`src/hw/rtl/lzwd_pkg.sv`:
```
// Types and constants shared by the LZW decoder modules.
`default_nettype none
package lzwd_pkg;

    localparam int CODE_BITS = 12;
    localparam int BYTES_PER_RESULT = 64;

    localparam logic [12:0] CODE_CLEAR = 13'd256;
    localparam logic [12:0] CODE_END = 13'd257;
    localparam logic [12:0] CODE_FIRST = 13'd258;
    localparam logic [3:0] START_WIDTH = 4'd9;

    typedef enum logic [1:0] {
        ST_RUNNING = 2'd0,
        ST_OK = 2'd1,
        ST_CORRUPT = 2'd2,
        ST_TRUNCATED = 2'd3
    } status_t;

    typedef enum logic [1:0] {
        H_DECODING = 2'd0,
        H_ENDED = 2'd1,
        H_CORRUPT = 2'd2
    } halt_t;

    typedef enum logic {
        CMD_EXPAND = 1'b0,
        CMD_STATUS = 1'b1
    } cmd_kind_t;

    typedef struct packed {
        logic [7:0] in_byte;
        logic end_of_input;
    } in_t;

    typedef struct packed {
        logic [63:0] out_word_0;
        logic [63:0] out_word_1;
        logic [63:0] out_word_2;
        logic [63:0] out_word_3;
        logic [63:0] out_word_4;
        logic [63:0] out_word_5;
        logic [63:0] out_word_6;
        logic [63:0] out_word_7;
        logic [6:0] byte_count;
        logic last_of_run;
        logic [1:0] final_status;
        logic [31:0] total_bytes;
    } out_t;

    typedef struct packed {
        cmd_kind_t kind;
        logic kwkwk;
        logic add;
        logic [CODE_BITS-1:0] walk_code;
        logic [CODE_BITS-1:0] add_addr;
        logic [CODE_BITS-1:0] add_prefix;
        status_t status;
    } cmd_t;

endpackage
`default_nettype wire

```
`src/hw/rtl/lzwd_cmd_queue.sv`:
```
// Short command queue between the front end and the expansion engine.
`default_nettype none
module lzwd_cmd_queue import lzwd_pkg::*; (
    input  wire logic clk,
    input  wire logic rst_n,
    input  wire logic wr,
    input  cmd_t      wdata,
    output logic      full,
    input  wire logic rd,
    output cmd_t      rdata,
    output logic      empty
);

    localparam int DEPTH = 4;
    localparam int PW = $clog2(DEPTH);

    cmd_t            slot_reg [DEPTH];
    logic [PW-1:0]   wptr_reg, rptr_reg;
    logic [PW:0]     count_reg;

    assign full = (count_reg == (PW+1)'(DEPTH));
    assign empty = (count_reg == '0);
    assign rdata = slot_reg[rptr_reg];

    always_ff @(posedge clk)
    begin
        if (wr && !full)
        begin
            slot_reg[wptr_reg] <= wdata;
        end
    end

    always_ff @(posedge clk or negedge rst_n)
    begin
        if (!rst_n)
        begin
            wptr_reg <= '0;
            rptr_reg <= '0;
            count_reg <= '0;
        end
        else
        begin
            if (wr && !full)
            begin
                wptr_reg <= wptr_reg + PW'(1);
            end
            if (rd && !empty)
            begin
                rptr_reg <= rptr_reg + PW'(1);
            end
            count_reg <= count_reg + (PW+1)'(wr && !full) - (PW+1)'(rd && !empty);
        end
    end

endmodule
`default_nettype wire

```
`config.mk`:
```
export PLATFORM = sky130hd
export DESIGN_NAME = lzwd_cmd_queue
export DESIGN_NICKNAME = d
export VERILOG_FILES = /design/src/hw/rtl/lzwd_pkg.sv /design/src/hw/rtl/lzwd_cmd_queue.sv
export SDC_FILE = /design/constraint.sdc
export NUM_CORES = 1
export LEC_CHECK = 0
export ABC_AREA = 1
export BUFFER_PORTS_ARGS = -buffer_cell sky130_fd_sc_hd__buf_2
export CAP_MARGIN = 10
export CORE_MARGIN = 8
export CORE_UTILIZATION = 50
export DETAILED_ROUTE_END_ITERATION = 10
export PLACE_DENSITY_LB_ADDON = 0.15
export SYNTH_ARGS = -nofsm -noshare
export SYNTH_HDL_FRONTEND = slang
export SYNTH_SLANG_ARGS = --single-unit
```
`constraint.sdc`:
```
create_clock -name clk -period 6.5 [get_ports clk]
set_clock_uncertainty 0.05 [all_clocks]
set_input_delay 0.325 -clock clk [delete_from_list [all_inputs] [get_ports clk]]
set_output_delay 0.325 -clock clk [all_outputs]
set_load 0.02 [all_outputs]
```
Yosys cells after proc, flatten, opt, wreduce, memory -nomap -nowiden
Memory sizes are Yosys's and may differ from the RTL's.
Index checks and enable logic that the tools add are counted.
Storage, ports and cells
  RAM bits: 164
  memories: 1
  input port bits: 45
  register bits: 7
  logic and storage cells: 16
Memories
  slot_reg: words 4, width 41, read ports 1, clocked after Yosys merged registers in 0, wr ports 1, RTL line lzwd_cmd_queue.sv:17  | cmd_t slot_reg [DEPTH];
Operators by class
  reduce and logical (&&, ||, !) cells: 5
  add/sub/neg operators: 4
  equality and inequality tests: 1
  muxes and demuxes: 2
Operator list (number)
  $add 2x1->2 const B: 2
  $add 3x1->3: 1
  $eq 3x3->1 const B: 1
  $logic_not 3->1: 1
  $sub 3x1->3: 1
  $logic_and 1x1->1: 2
  $logic_not 1->1: 2
  $mux 1: 2

Depth between registers and ports, before layout
  word-level depth: 5
  mapped depth: 10

Least setup slack after synthesis
No wires, ideal clock.
  path type: reg2reg
  from: reg count_reg[1]
  to: mem slot_reg[0][0] in the netlist's numbering, enable pin
  stages on the path, launching flop included: 5
  slack: 3.625 ns
  data required time: 6.010 ns
  arrival: 2.386 ns
  period minus slack after synthesis: 2.875 ns
  path buffers: 0
  setup time: 0.440 ns
  path through: dfrtp_1 > nor2_1 > nand2_1 > nand2_1 > nor2_1
Between the ends
  cells in the longest elaborated chain, start to end: 5
Ends and longest elaborated chain
  start, declared: RTL line lzwd_cmd_queue.sv:19  | logic [PW:0] count_reg;
  start signal, assigned: RTL line lzwd_cmd_queue.sv:51  | count_reg <= count_reg + (PW+1)'(wr && !full) - (PW+1)'(rd && !empty);
  $eq 3x3->1: RTL line lzwd_cmd_queue.sv:21  | assign full = (count_reg == (PW+1)'(DEPTH));
  $logic_not 1->1: RTL line lzwd_cmd_queue.sv:27  | if (wr && !full)
  $logic_and 1x1->1: RTL line lzwd_cmd_queue.sv:27
  $mux 1: RTL line lzwd_cmd_queue.sv:27
  $mux 1 (implied by the code): RTL line lzwd_cmd_queue.sv:29  | slot_reg[wptr_reg] <= wdata;
  end, declared: RTL line lzwd_cmd_queue.sv:17
Every way passes these cells.

==> impl_metrics.yaml <==
route:
  drt_iter0_drc: 302
  routed_wl_mm: 12.8
  antenna_left: 0
  vias_per_cell: 4.87
  drt_drc_violations_left: 0
  avgRoutedWirePerCell_um: 14.9
  vias: 4175
  drt_pass1_iterations: 4
synth:
  synth-xor-area-share: 0
  synth_fa_ha_area_frac: 0.0138
  synth_top_family_by_area: "simple AND/OR/NAND/NOR gates"
  synth.cell_area_um2: 6880
  yosys_warnings: 0
  ys_ff_latch: 171
  syn_avg_cell_area_um2: 11.9
  synth_mux_area_frac: 0
  synth-seq-area-share: 0.741
  yosysUniqueCellTypes: 15
  synthCells: 578
  synth-simple-area-share: 0.129
  synthesis.nets: 630
  synth-compound-area-share: 0.0597
layout:
  drive_above_1_share: 0.188
  final_common_cell: "edfxtp_1"
  antenna-diode-count: 0
  most-common-layout-cells: "164 x edfxtp_1, 142 x nand2_1, 87 x buf_2, 83 x nor2_1, 55 x inv_1"
  nets: 716
  largest_reg_flops: 164
  area_growth_pct: 16.2
floorplan:
  io_pins: 88
  start_util: 0.503
  die_h_um: 133
  dieArea_um2: 17800
  row_count: 43
  coreArea_um2: 13700
  fp.dieW_um: 133
timing:
  rsz0062_at_grt: "no"
  setup_viol: 0
  setup_tns_ns: 0
  tightest_slew_ns: 0.803
  finalMaxSlewViolations: 0
  period_minus_slack_ns: 2.85
  fmax_mhz: 350
  maxSlewHeadroom: 0.464
  hold_viol_final: 0
  layout_worst_path_cycle_share: 0.439
hold_path:
  hold_path_class: "in2reg"
placed_design:
  hpwl_mm: 7.41
  io_buffers: 87
  gp_congestion: 0.694
setup_path:
  cp.arrival_ns: 2.48
  critPathKind: "reg2out"
  cpPeakStageDelay_ns: 0.72
  cp_cell_sequence: "buf_4 > nor2_1 > nor2_1 > o21ai_0 > nand2_1 > buf_2"
  crit_slowest_cell: "dfrtp_4"
  worst-path-buf-inv: 2
  start_kind: "register"
  crit_top_cell: "nor2_1"
  cp_max_fo: 80
  cp.required_ns: 6.12
  cp_top_family: "buffers and inverters"
  endpoint_kind: "primary output"
global_routing:
  grt_max_degree: 81
  grt_pass1_wl_mm: 20.4
  grt_pass1_vias: 4146
  gr-usage-all-layers: 0.149
  overflow: 0
  antenna_found_initial: 1
cts:
  cts_tree: "built"
  clock-sinks: 171
  cts_resized: 0
  insertion_delay_ns: 0.41
  cts_hold_buf: 1
  h-tree-depth: 4
  cts_max_path_buffers: 2
  path_clk_slew_ns: 0.06
  post_cts_buffers: 0
  cts_made_buffers: 17
  cts-root-buf: "clkbuf_16"
run:
  drv_cap: 0
status:
  status: "finished, final reports clean"
pwr:
  p_per_area_nw_per_um2: 473
  ir_drop_v: 0.000242
  total_power_mw: 3.78
  power.leakage_nw: 3.26
## per-stage QoR
| step | cells | setup slack, ns | area (um2) | utilization | hold slack, ns |
|---|---|---|---|---|---|
| global route | 857 | 3.39 | 7990 | 0.585 | 0.0566 |
| floorplan | 578 | 3.62 | 6880 | - | -0.0206 |
| finish | 857 | 3.65 | 7990 | 0.585 | 0.0706 |
| CTS | 857 | 3.58 | 7990 | 0.585 | 0.0473 |
| global placement | 824 | 4.12 | 7450 | 0.545 | 0.122 |
| detailed placement | 824 | 4.06 | 7450 | 0.545 | 0.122 |
## synth_stat cells
library cell,number,area [um2]
fa_1,1,20.0
edfxtp_1,164,4920
inv_1,56,210
inv_2,1,3.75
nand3_1,4,20.0
buf_2,15,75.1
o21ai_0,38,190
nor2_1,87,327
nand2_1,142,533
clkbuf_1,5,18.8
o21ai_1,44,220
ha_1,6,75.1
dfrtp_1,7,175
buf_6,7,78.8
nand3b_1,1,7.51
## path summary, 6_finish.rpt
kind	slack (ns)	depth (start not counted)	to	start
max	3.65	6	rdata[27]	rptr_reg[0]
min	0.07	1	slot_reg[2][14]	wdata[14]
max reg2reg	4.28	9	count_reg[2]	count_reg[1]
min reg2reg	0.45	2	rptr_reg[1]	rptr_reg[1]
max in group asynchronous	5.97	2	rptr_reg[0]	rst_n
min in group asynchronous	0.24	2	count_reg[1]	rst_n
## kinds of logic (layout without fill, tap and decap cells)
| group | after synthesis | after routing |
|---|---|---|
| AOI/OAI and AO/OA | 82 | 82 |
| DFF | 171 | 171 |
| adders and majority gates | 7 | 7 |
| and+or+nand+nor | 234 | 234 |
| buffers and inverters | 84 | 183 |
## area by class of cell
class | instances | area, um2
clock buffers | 20 | 437
clock inverters | 12 | 100
fillers | 1163 | 5670
inverters | 57 | 214
multi-input cells | 323 | 1420
flip-flops and latches | 171 | 5100
well taps | 180 | 225
repair buffers | 94 | 490
## worst reg2reg max path, delay by kind of cell, from the launching register on
family / cells / cell delay (ns)
fa+ha+maj: 3 / 0.95
simple gates: 5 / 0.75
flops: 1 / 0.38
buf+inv: 1 / 0.04
## power by group
group	internal [mW]	switching [mW]
Combinational	0.386	0.934
Sequential	1.45	0.0928
Clock	0.523	0.388
## layer usage
layer,track usage,routed length [um],vias to the layer above
li1,-,-,2097
met1,0.180,5500,1964
met2,0.238,6430,104
met3,0.0471,713,8
met4,0.0717,97,2
met5,0,14,-
(Power assumes the default switching activity.)
