### src/hw/rtl/lzwd_pkg.sv
// Types and constants shared by the LZW decoder modules.
`default_nettype none
package lzwd_pkg;

    localparam int CODE_BITS = 12;
    localparam int BYTES_PER_RESULT = 64;

    localparam logic [12:0] CODE_CLEAR = 13'd256;
    localparam logic [12:0] CODE_END = 13'd257;
    localparam logic [12:0] CODE_FIRST = 13'd258;
    localparam logic [3:0] START_WIDTH = 4'd9;

    typedef enum logic [1:0] {
        ST_RUNNING = 2'd0,
        ST_OK = 2'd1,
        ST_CORRUPT = 2'd2,
        ST_TRUNCATED = 2'd3
    } status_t;

    typedef enum logic [1:0] {
        H_DECODING = 2'd0,
        H_ENDED = 2'd1,
        H_CORRUPT = 2'd2
    } halt_t;

    typedef enum logic {
        CMD_EXPAND = 1'b0,
        CMD_STATUS = 1'b1
    } cmd_kind_t;

    typedef struct packed {
        logic [7:0] in_byte;
        logic end_of_input;
    } in_t;

    typedef struct packed {
        logic [63:0] out_word_0;
        logic [63:0] out_word_1;
        logic [63:0] out_word_2;
        logic [63:0] out_word_3;
        logic [63:0] out_word_4;
        logic [63:0] out_word_5;
        logic [63:0] out_word_6;
        logic [63:0] out_word_7;
        logic [6:0] byte_count;
        logic last_of_run;
        logic [1:0] final_status;
        logic [31:0] total_bytes;
    } out_t;

    typedef struct packed {
        cmd_kind_t kind;
        logic kwkwk;
        logic add;
        logic [CODE_BITS-1:0] walk_code;
        logic [CODE_BITS-1:0] add_addr;
        logic [CODE_BITS-1:0] add_prefix;
        status_t status;
    } cmd_t;

endpackage
`default_nettype wire

### src/hw/rtl/lzwd_front.sv
// Front end: bit unpacking, code classification and dictionary bookkeeping.
`default_nettype none
module lzwd_front import lzwd_pkg::*; #(
    parameter int TABLE_ENTRIES = 4096,
    parameter int MAX_CODE_BITS = 12
) (
    input  wire logic clk,
    input  wire logic rst_n,
    input  wire logic accept,
    input  in_t       item,
    output logic      cmd_push,
    output cmd_t      cmd
);

    logic [19:0] bitbuf_reg, bitbuf_next;
    logic [4:0]  bitcnt_reg, bitcnt_next;
    logic [12:0] next_code_reg, next_code_next;
    logic [3:0]  width_reg, width_next;
    logic [CODE_BITS-1:0] prev_reg, prev_next;
    logic        prev_valid_reg, prev_valid_next;
    halt_t       halt_reg, halt_next;

    logic [19:0] buf_sh;
    logic [4:0]  cnt_sh;
    logic [4:0]  shift;
    logic [19:0] code_wide;
    logic [CODE_BITS-1:0] code;
    logic [12:0] code13;
    logic [12:0] nc_after;
    logic        add;
    logic        kwkwk;

    always_comb
    begin
        buf_sh = {bitbuf_reg[11:0], item.in_byte};
        cnt_sh = bitcnt_reg + 5'd8;
        shift = cnt_sh - {1'b0, width_reg};
        code_wide = buf_sh >> shift;
        code = code_wide[CODE_BITS-1:0] & ((CODE_BITS'(1) << width_reg) - CODE_BITS'(1));
        code13 = {1'b0, code};
        kwkwk = (code13 == next_code_reg);
        add = 1'b0;
        nc_after = next_code_reg;

        bitbuf_next = bitbuf_reg;
        bitcnt_next = bitcnt_reg;
        next_code_next = next_code_reg;
        width_next = width_reg;
        prev_next = prev_reg;
        prev_valid_next = prev_valid_reg;
        halt_next = halt_reg;
        cmd_push = 1'b0;
        cmd = '0;
        cmd.kind = CMD_EXPAND;
        cmd.status = ST_RUNNING;

        if (accept)
        begin
            if (item.end_of_input)
            begin
                cmd_push = 1'b1;
                cmd.kind = CMD_STATUS;
                unique case (halt_reg)
                    H_ENDED:   cmd.status = ST_OK;
                    H_CORRUPT: cmd.status = ST_CORRUPT;
                    default:   cmd.status = ST_TRUNCATED;
                endcase
                bitbuf_next = '0;
                bitcnt_next = '0;
                next_code_next = CODE_FIRST;
                width_next = START_WIDTH;
                prev_valid_next = 1'b0;
                halt_next = H_DECODING;
            end
            else if (halt_reg == H_DECODING)
            begin
                bitbuf_next = buf_sh;
                bitcnt_next = cnt_sh;
                if (cnt_sh >= {1'b0, width_reg})
                begin
                    bitcnt_next = shift;
                    bitbuf_next = buf_sh & ((20'(1) << shift) - 20'(1));
                    if (code13 == CODE_END)
                    begin
                        halt_next = H_ENDED;
                    end
                    else if (code13 == CODE_CLEAR)
                    begin
                        next_code_next = CODE_FIRST;
                        width_next = START_WIDTH;
                        prev_valid_next = 1'b0;
                    end
                    else if (code13 >= 13'(TABLE_ENTRIES) || code13 > next_code_reg
                             || (kwkwk && !prev_valid_reg))
                    begin
                        halt_next = H_CORRUPT;
                    end
                    else
                    begin
                        add = kwkwk || (prev_valid_reg
                                        && next_code_reg < 13'(TABLE_ENTRIES));
                        nc_after = next_code_reg + 13'(add);
                        cmd_push = 1'b1;
                        cmd.kwkwk = kwkwk;
                        cmd.add = add;
                        cmd.walk_code = kwkwk ? prev_reg : code;
                        cmd.add_addr = next_code_reg[CODE_BITS-1:0];
                        cmd.add_prefix = prev_reg;
                        next_code_next = nc_after;
                        prev_next = code;
                        prev_valid_next = 1'b1;
                        if (({1'b0, nc_after} + 14'd1) >= (14'(1) << width_reg)
                            && width_reg < 4'(MAX_CODE_BITS))
                        begin
                            width_next = width_reg + 4'd1;
                        end
                    end
                end
            end
        end
    end

    always_ff @(posedge clk or negedge rst_n)
    begin
        if (!rst_n)
        begin
            bitbuf_reg <= '0;
            bitcnt_reg <= '0;
            next_code_reg <= CODE_FIRST;
            width_reg <= START_WIDTH;
            prev_reg <= '0;
            prev_valid_reg <= 1'b0;
            halt_reg <= H_DECODING;
        end
        else
        begin
            bitbuf_reg <= bitbuf_next;
            bitcnt_reg <= bitcnt_next;
            next_code_reg <= next_code_next;
            width_reg <= width_next;
            prev_reg <= prev_next;
            prev_valid_reg <= prev_valid_next;
            halt_reg <= halt_next;
        end
    end

endmodule
`default_nettype wire

### config.mk
export PLATFORM = sky130hd
export DESIGN_NAME = lzwd_front
export DESIGN_NICKNAME = d
export VERILOG_FILES = /design/src/hw/rtl/lzwd_pkg.sv /design/src/hw/rtl/lzwd_front.sv
export SDC_FILE = /design/constraint.sdc
export NUM_CORES = 1
export LEC_CHECK = 0
export BUFFER_PORTS_ARGS = -buffer_cell sky130_fd_sc_hd__buf_2
export CAP_MARGIN = 20
export CORE_MARGIN = 5
export CORE_UTILIZATION = 61
export CTS_CLUSTER_SIZE = 20
export DETAILED_ROUTE_END_ITERATION = 6
export GPL_TIMING_DRIVEN = 0
export PLACE_DENSITY = 0.9
export REMOVE_ABC_BUFFERS = 1
export SLEW_MARGIN = 20
export SYNTH_ARGS = -nofsm -noshare
export SYNTH_HDL_FRONTEND = slang
export SYNTH_SLANG_ARGS = --single-unit
### constraint.sdc
create_clock -name clk -period 9.9 [get_ports clk]
set_input_delay 0.99 -clock clk [delete_from_list [all_inputs] [get_ports clk]]
set_output_delay 0.99 -clock clk [all_outputs]
set_load 0.03 [all_outputs]
# == After elaboration in Yosys (flattened, before gate mapping) ==
# Index checks and enable logic that the tools add are counted.
# op_classes
add_sub_neg,7
n_lt_le_gt_ge,5
shifts,4
bitwise,6
n_reduce_logical,16
n_mux,49
n_eq_ne,8
# ops
operator,n
$mux 38,6
$mux 13,6
$mux 12,4
$mux 41,1
$mux 4,7
$and 12x12->12,2
$eq 12x9->1 const B,2
$sub 12x1->12 const B,2
$shr 20x5->12,1
$mux 5,3
$add 13x1->14 const B,1
$ge 14x14->1,1
$mux 1,14
$mux 2,7
$shl 1x4->14 const A,1
$add 13x1->13,1
$eq 12x13->1,1
$gt 12x13->1,1
$lt 13x13->1 const B,1
$shl 1x4->12 const A,1
$shl 1x5->12 const A,1
$reduce_and 5->1,2
$reduce_and 7->1,1
$ne 3x3->1 const B,2
18 further kinds,26
# word_totals
output_inout_bits,42
ff_bits,49
inputBits,12
word_cells,102

# == Logic depth before layout (Yosys ltp) ==
# depth
ltp_word,17
mapped_depth,39
mapped_depth_nobuf,33

# == Least setup slack after synthesis ==
# No wires, ideal clock.
# synth_timing
kind,register to register
start,register width_reg[2]
end,register width_reg[1]
setup_slack_ns,2.391
required_time_ns,9.779
synth_period_minus_slack_ns,7.509
t_arrival_ns,7.388
path_stages_with_launch,36
cell_sequence,dfrtp_1 -> buf_2 -> buf_1 -> inv_1 -> ha_1 -> buf_4 -> a21oi_1 -> a21boi_2 -> nor2_1 -> clkbuf_1 -> mux4_2 -> nor3_1 -> ha_1 -> and4_1 -> nand2_1 -> nor4_2 -> a21o_1 -> ha_1 -> and2_1 -> clkbuf_1 -> nand4_1 -> xnor2_1 -> nor4b_1 -> nand2_1 -> nor2_1 -> nand2_1 -> nor3b_1 -> xnor2_1 -> ha_1 -> nand3_1 -> nor3_1 -> nand2_1 -> o211ai_1 -> a221o_1 -> nand2_1 -> a22o_1
# synth_between
elab_chain_len,11
# synth_rtl
item,line,source
"start, declared",lzwd_front.sv:18,"logic [3:0] width_reg, width_next;"
"start signal, assigned",lzwd_front.sv:140,width_reg <= width_next;
$sub 5x4->5 or $shl 1x4->12 (tied branches),"lzwd_front.sv:37, lzwd_front.sv:39",
$shr 20x5->12 or $sub 12x1->12 (tied branches),"lzwd_front.sv:38, lzwd_front.sv:39",
$and 12x12->12 (*),lzwd_front.sv:39,code = code_wide[CODE_BITS-1:0] & ((CODE_BITS'(1) << width_reg) - CODE_BITS'(1));
net code[6],lzwd_front.sv:27,logic [CODE_BITS-1:0] code;
$eq 12x13->1,lzwd_front.sv:41,kwkwk = (code13 == next_code_reg);
$logic_or 1x1->1,lzwd_front.sv:100,add = kwkwk || (prev_valid_reg
$add 13x1->13,lzwd_front.sv:102,nc_after = next_code_reg + 13'(add);
$add 13x1->14,lzwd_front.sv:112,"if (({1'b0, nc_after} + 14'd1) >= (14'(1) << width_reg)"
$ge 14x14->1,lzwd_front.sv:112,
$logic_and 1x1->1,lzwd_front.sv:113,&& width_reg < 4'(MAX_CODE_BITS))
$reduce_bool 3->1 (no source line),--,
$reduce_and 6->1 (no source line),--,
# Mark *: on every way through the listed nets, which the timed path passes. The rest lies on a longest branch. The select of a mux whose other input is x is not followed.
# A chain may end at the register's enable or synchronous reset.

# == Worst setup path after layout ==
# layout_timing
start,register width_reg[2]
end,register width_reg[3]
# Same word-level chain as after synthesis.

==> results.py <==
metrics = {
    "global_routing": {
        "overflow": 0,
        "antenna_found_initial": 0,
        "grt_usage_pct": 27.7,
        "grt_max_degree": 52,
        "grt_pass1_vias": 5396,
        "grt_first_pass_wirelength_um": 26000,
    },
    "drt": {
        "via_per_inst": 6.83,
        "dr.pass1.iters": 6,
        "wl_per_cell_um": 19.2,
        "drtAntennaViolNets": 0,
        "vias": 5492,
        "routed_wirelength_um": 15400,
        "drt_iter0_drc": 385,
        "drc": 0,
    },
    "layout": {
        "layout-drive-gt1-share_pct": 16.1,
        "num-nets-final": 748,
        "layout_common_cells": "nand2_1 (86), nor2_1 (59), buf_2 (52)",
        "n_fill_cell": 693,
        "area_growth_pct": 6.65,
        "utilization_pct": 67.1,
        "diodes": 0,
        "regArea_um2": 1230,
        "multi_input_area_um2": 3980,
        "final_common_cell": "nand2_1",
        "largest_reg_flops": 13,
    },
    "clock_network": {
        "cts_sinks": 49,
        "clkTransAtPathRegs_ns": 0.09,
        "post_cts_buffers": 0,
        "hold_buffers": 0,
        "insertion_delay_ns": 0.31,
        "tritoncts": "built",
        "cts.repair.resized": 0,
        "htreeDepth": 2,
        "clock_path_buffers": 2,
        "cts_buffers": 5,
        "clockRootBuffer": "clkbuf_8",
    },
    "synthesis": {
        "synth_xor_area_share_pct": 4.45,
        "synthMuxAreaShare_pct": 9.85,
        "syn_inst": 679,
        "synth_top_family_by_area": "simple AND/OR/NAND/NOR gates",
        "synth_edf_count": 0,
        "synthFlopType": "dfrtp_1",
        "synth.distinct_cells": 78,
        "ys_ff_latch": 49,
        "synth-adder-area-share_pct": 9.62,
        "ys_async_sr_fraction_pct": 100,
        "synth-compound-area-share_pct": 23.5,
        "avgSynthCellArea_um2": 8.12,
        "yosysSeqAreaShare_pct": 22.3,
        "yosys.area_share.simple_pct": 24.0,
        "synthesis.area_um2": 5510,
        "synth_warnings": 0,
    },
    "setup_path": {
        "cp_common_cell": "ha_1",
        "slowest_delay_ns": 0.72,
        "crit_required_ns": 10.11,
        "critPathSlowestCell": "dfrtp_1",
        "crit_path_end_kind": "flip-flop",
        "crit_type": "reg -> reg",
        "crit_fanout": 19,
        "crit_arrival_ns": 9.35,
        "start_kind": "flip-flop",
    },
    "sta": {
        "finalClockSkew_ns": 0.0140,
        "tightest_slew_ns": 0.972,
        "setup_violations": 0,
        "hold_viol": 0,
        "tns_ns": 0,
        "rsz0062_at_grt": "false",
        "relSlewSlack_pct": 35.0,
        "finalCriticalPeriod_ns": 9.14,
        "maxSlewViolCount": 0,
        "max_freq_mhz": 109,
        "layout_worst_path_cycle_share_pct": 92.3,
    },
    "flow_run": {
        "maxCapViolCount": 0,
    },
    "die": {
        "ioPinCount": 54,
        "rows": 34,
        "start_util_pct": 62.9,
        "die_y_um": 105,
        "coreArea_um2": 8760,
        "die-area_um2": 11000,
        "die_w_um": 105,
    },
    "power_and_ir_drop": {
        "total_power_uw": 2120,
        "power.density_nw_per_um2": 360,
        "p_leak_uw": 0.00267,
        "peakVddDrop_uv": 209,
    },
    "placement": {
        "port_buffers": 53,
        "gp_congestion": 0.938,
        "hpwlAfterDp_um": 11400,
    },
    "min_path": {
        "min_path_type": "reg -> reg",
    },
    "run_status": {
        "outcome": "complete, no violations",
    },
}
metrics by stage:
step | setup slack (ns) | instance area (µm²) | cells | hold WS [ns]
after floorplan | 1.80 | 5290 | 633 | 0.449
after detailed placement | 0.802 | 5760 | 796 | 0.480
final | 0.761 | 5880 | 804 | 0.497
after global routing | 0.102 | 5880 | 804 | 0.517
after global placement | 0.111 | 5690 | 794 | 0.469
after CTS | 0.740 | 5870 | 804 | 0.500
cells by family (layout without fill, tap and decap cells):
group / Yosys count / after routing
AOI/OAI and AO/OA: 177 / 177
buffers and inverters: 78 / 95
adders and majority gates: 42 / 42
DFF: 49 / 49
and+or+nand+nor: 264 / 264
xor gates and xnor gates: 28 / 28
muxes: 41 / 41
area by class of cell:
cell class                 instances  share of cell area, %
clock buffer                       7                   1.47
clock inverter                     1                  0.511
inverter                          32                   2.04
multi-input combinational        552                   67.7
sequential                        49                   20.9
tap                              108                   2.30
timing repair buffer              55                   5.00
critical path: cells and delay by family (launching register included):
family / cells / cell delay (ns)
and+or+nand+nor: 17 / 4.65
adders and majority gates: 5 / 1.66
AOI/OAI and AO/OA: 4 / 0.80
DFF: 1 / 0.72
muxes: 1 / 0.64
xor gates and xnor gates: 2 / 0.32
buffers and inverters: 1 / 0.25
worst paths after layout:
kind	start	to	slack (ns)	cells past startpoint
worst max-delay path	width_reg[2]	width_reg[3]	0.76	30
max in group asynchronous	rst_n	next_code_reg[12]	8.76	1
worst min register to register	bitcnt_reg[0]	bitcnt_reg[0]	0.50	2
min in group asynchronous	rst_n	bitbuf_reg[3]	0.69	1
worst min-delay path	bitcnt_reg[0]	bitcnt_reg[0]	0.50	2
worst max register to register	width_reg[2]	width_reg[3]	0.76	30
where the power goes:
part / switching (µW) / internal [µW]
sequential: 35.0 / 241
combinational: 1080 / 605
clock: 71.8 / 82.6
total: 1190 / 928
cell usage after synthesis, types with 4 or more instances:
cell type	n	share of area (%)
nand2_1	86	5.9
nor2_1	59	4.0
dfrtp_1	45	20
ha_1	40	9.1
o21ai_0	35	3.2
inv_1	31	2.1
a21oi_1	27	2.5
clkbuf_1	25	1.7
nor3_1	24	2.2
a21o_1	21	2.9
xnor2_1	20	3.2
and2_1	18	2.0
mux2i_1	16	2.9
nand3_1	15	1.4
mux2_2	14	2.9
a32o_1	12	2.2
buf_2	11	1.0
nand2b_1	11	1.2
a211oi_1	8	1.1
mux4_2	8	3.3
nand4_1	8	0.91
o211ai_1	8	1.1
or3_1	8	0.91
xor2_1	8	1.3
and3_1	7	0.79
a211o_1	5	0.79
nor4_1	5	0.57
o2bb2ai_1	5	0.79
o31ai_1	5	0.68
a221oi_1	4	0.64
buf_1	4	0.27
dfstp_2	4	1.9
nor2b_1	4	0.45
o21a_1	4	0.54
metal layers:
metal  global-route usage [%]  vias up  part of all wire (%)
met5                        0        -                     0
met2                     44.9      314                    47
met1                     35.5     2595                    40
met4                     13.1        0                   4.5
li1                         -     2517                     -
met3                     5.18       66                   8.6
Power figures use the tool's default switching activity.
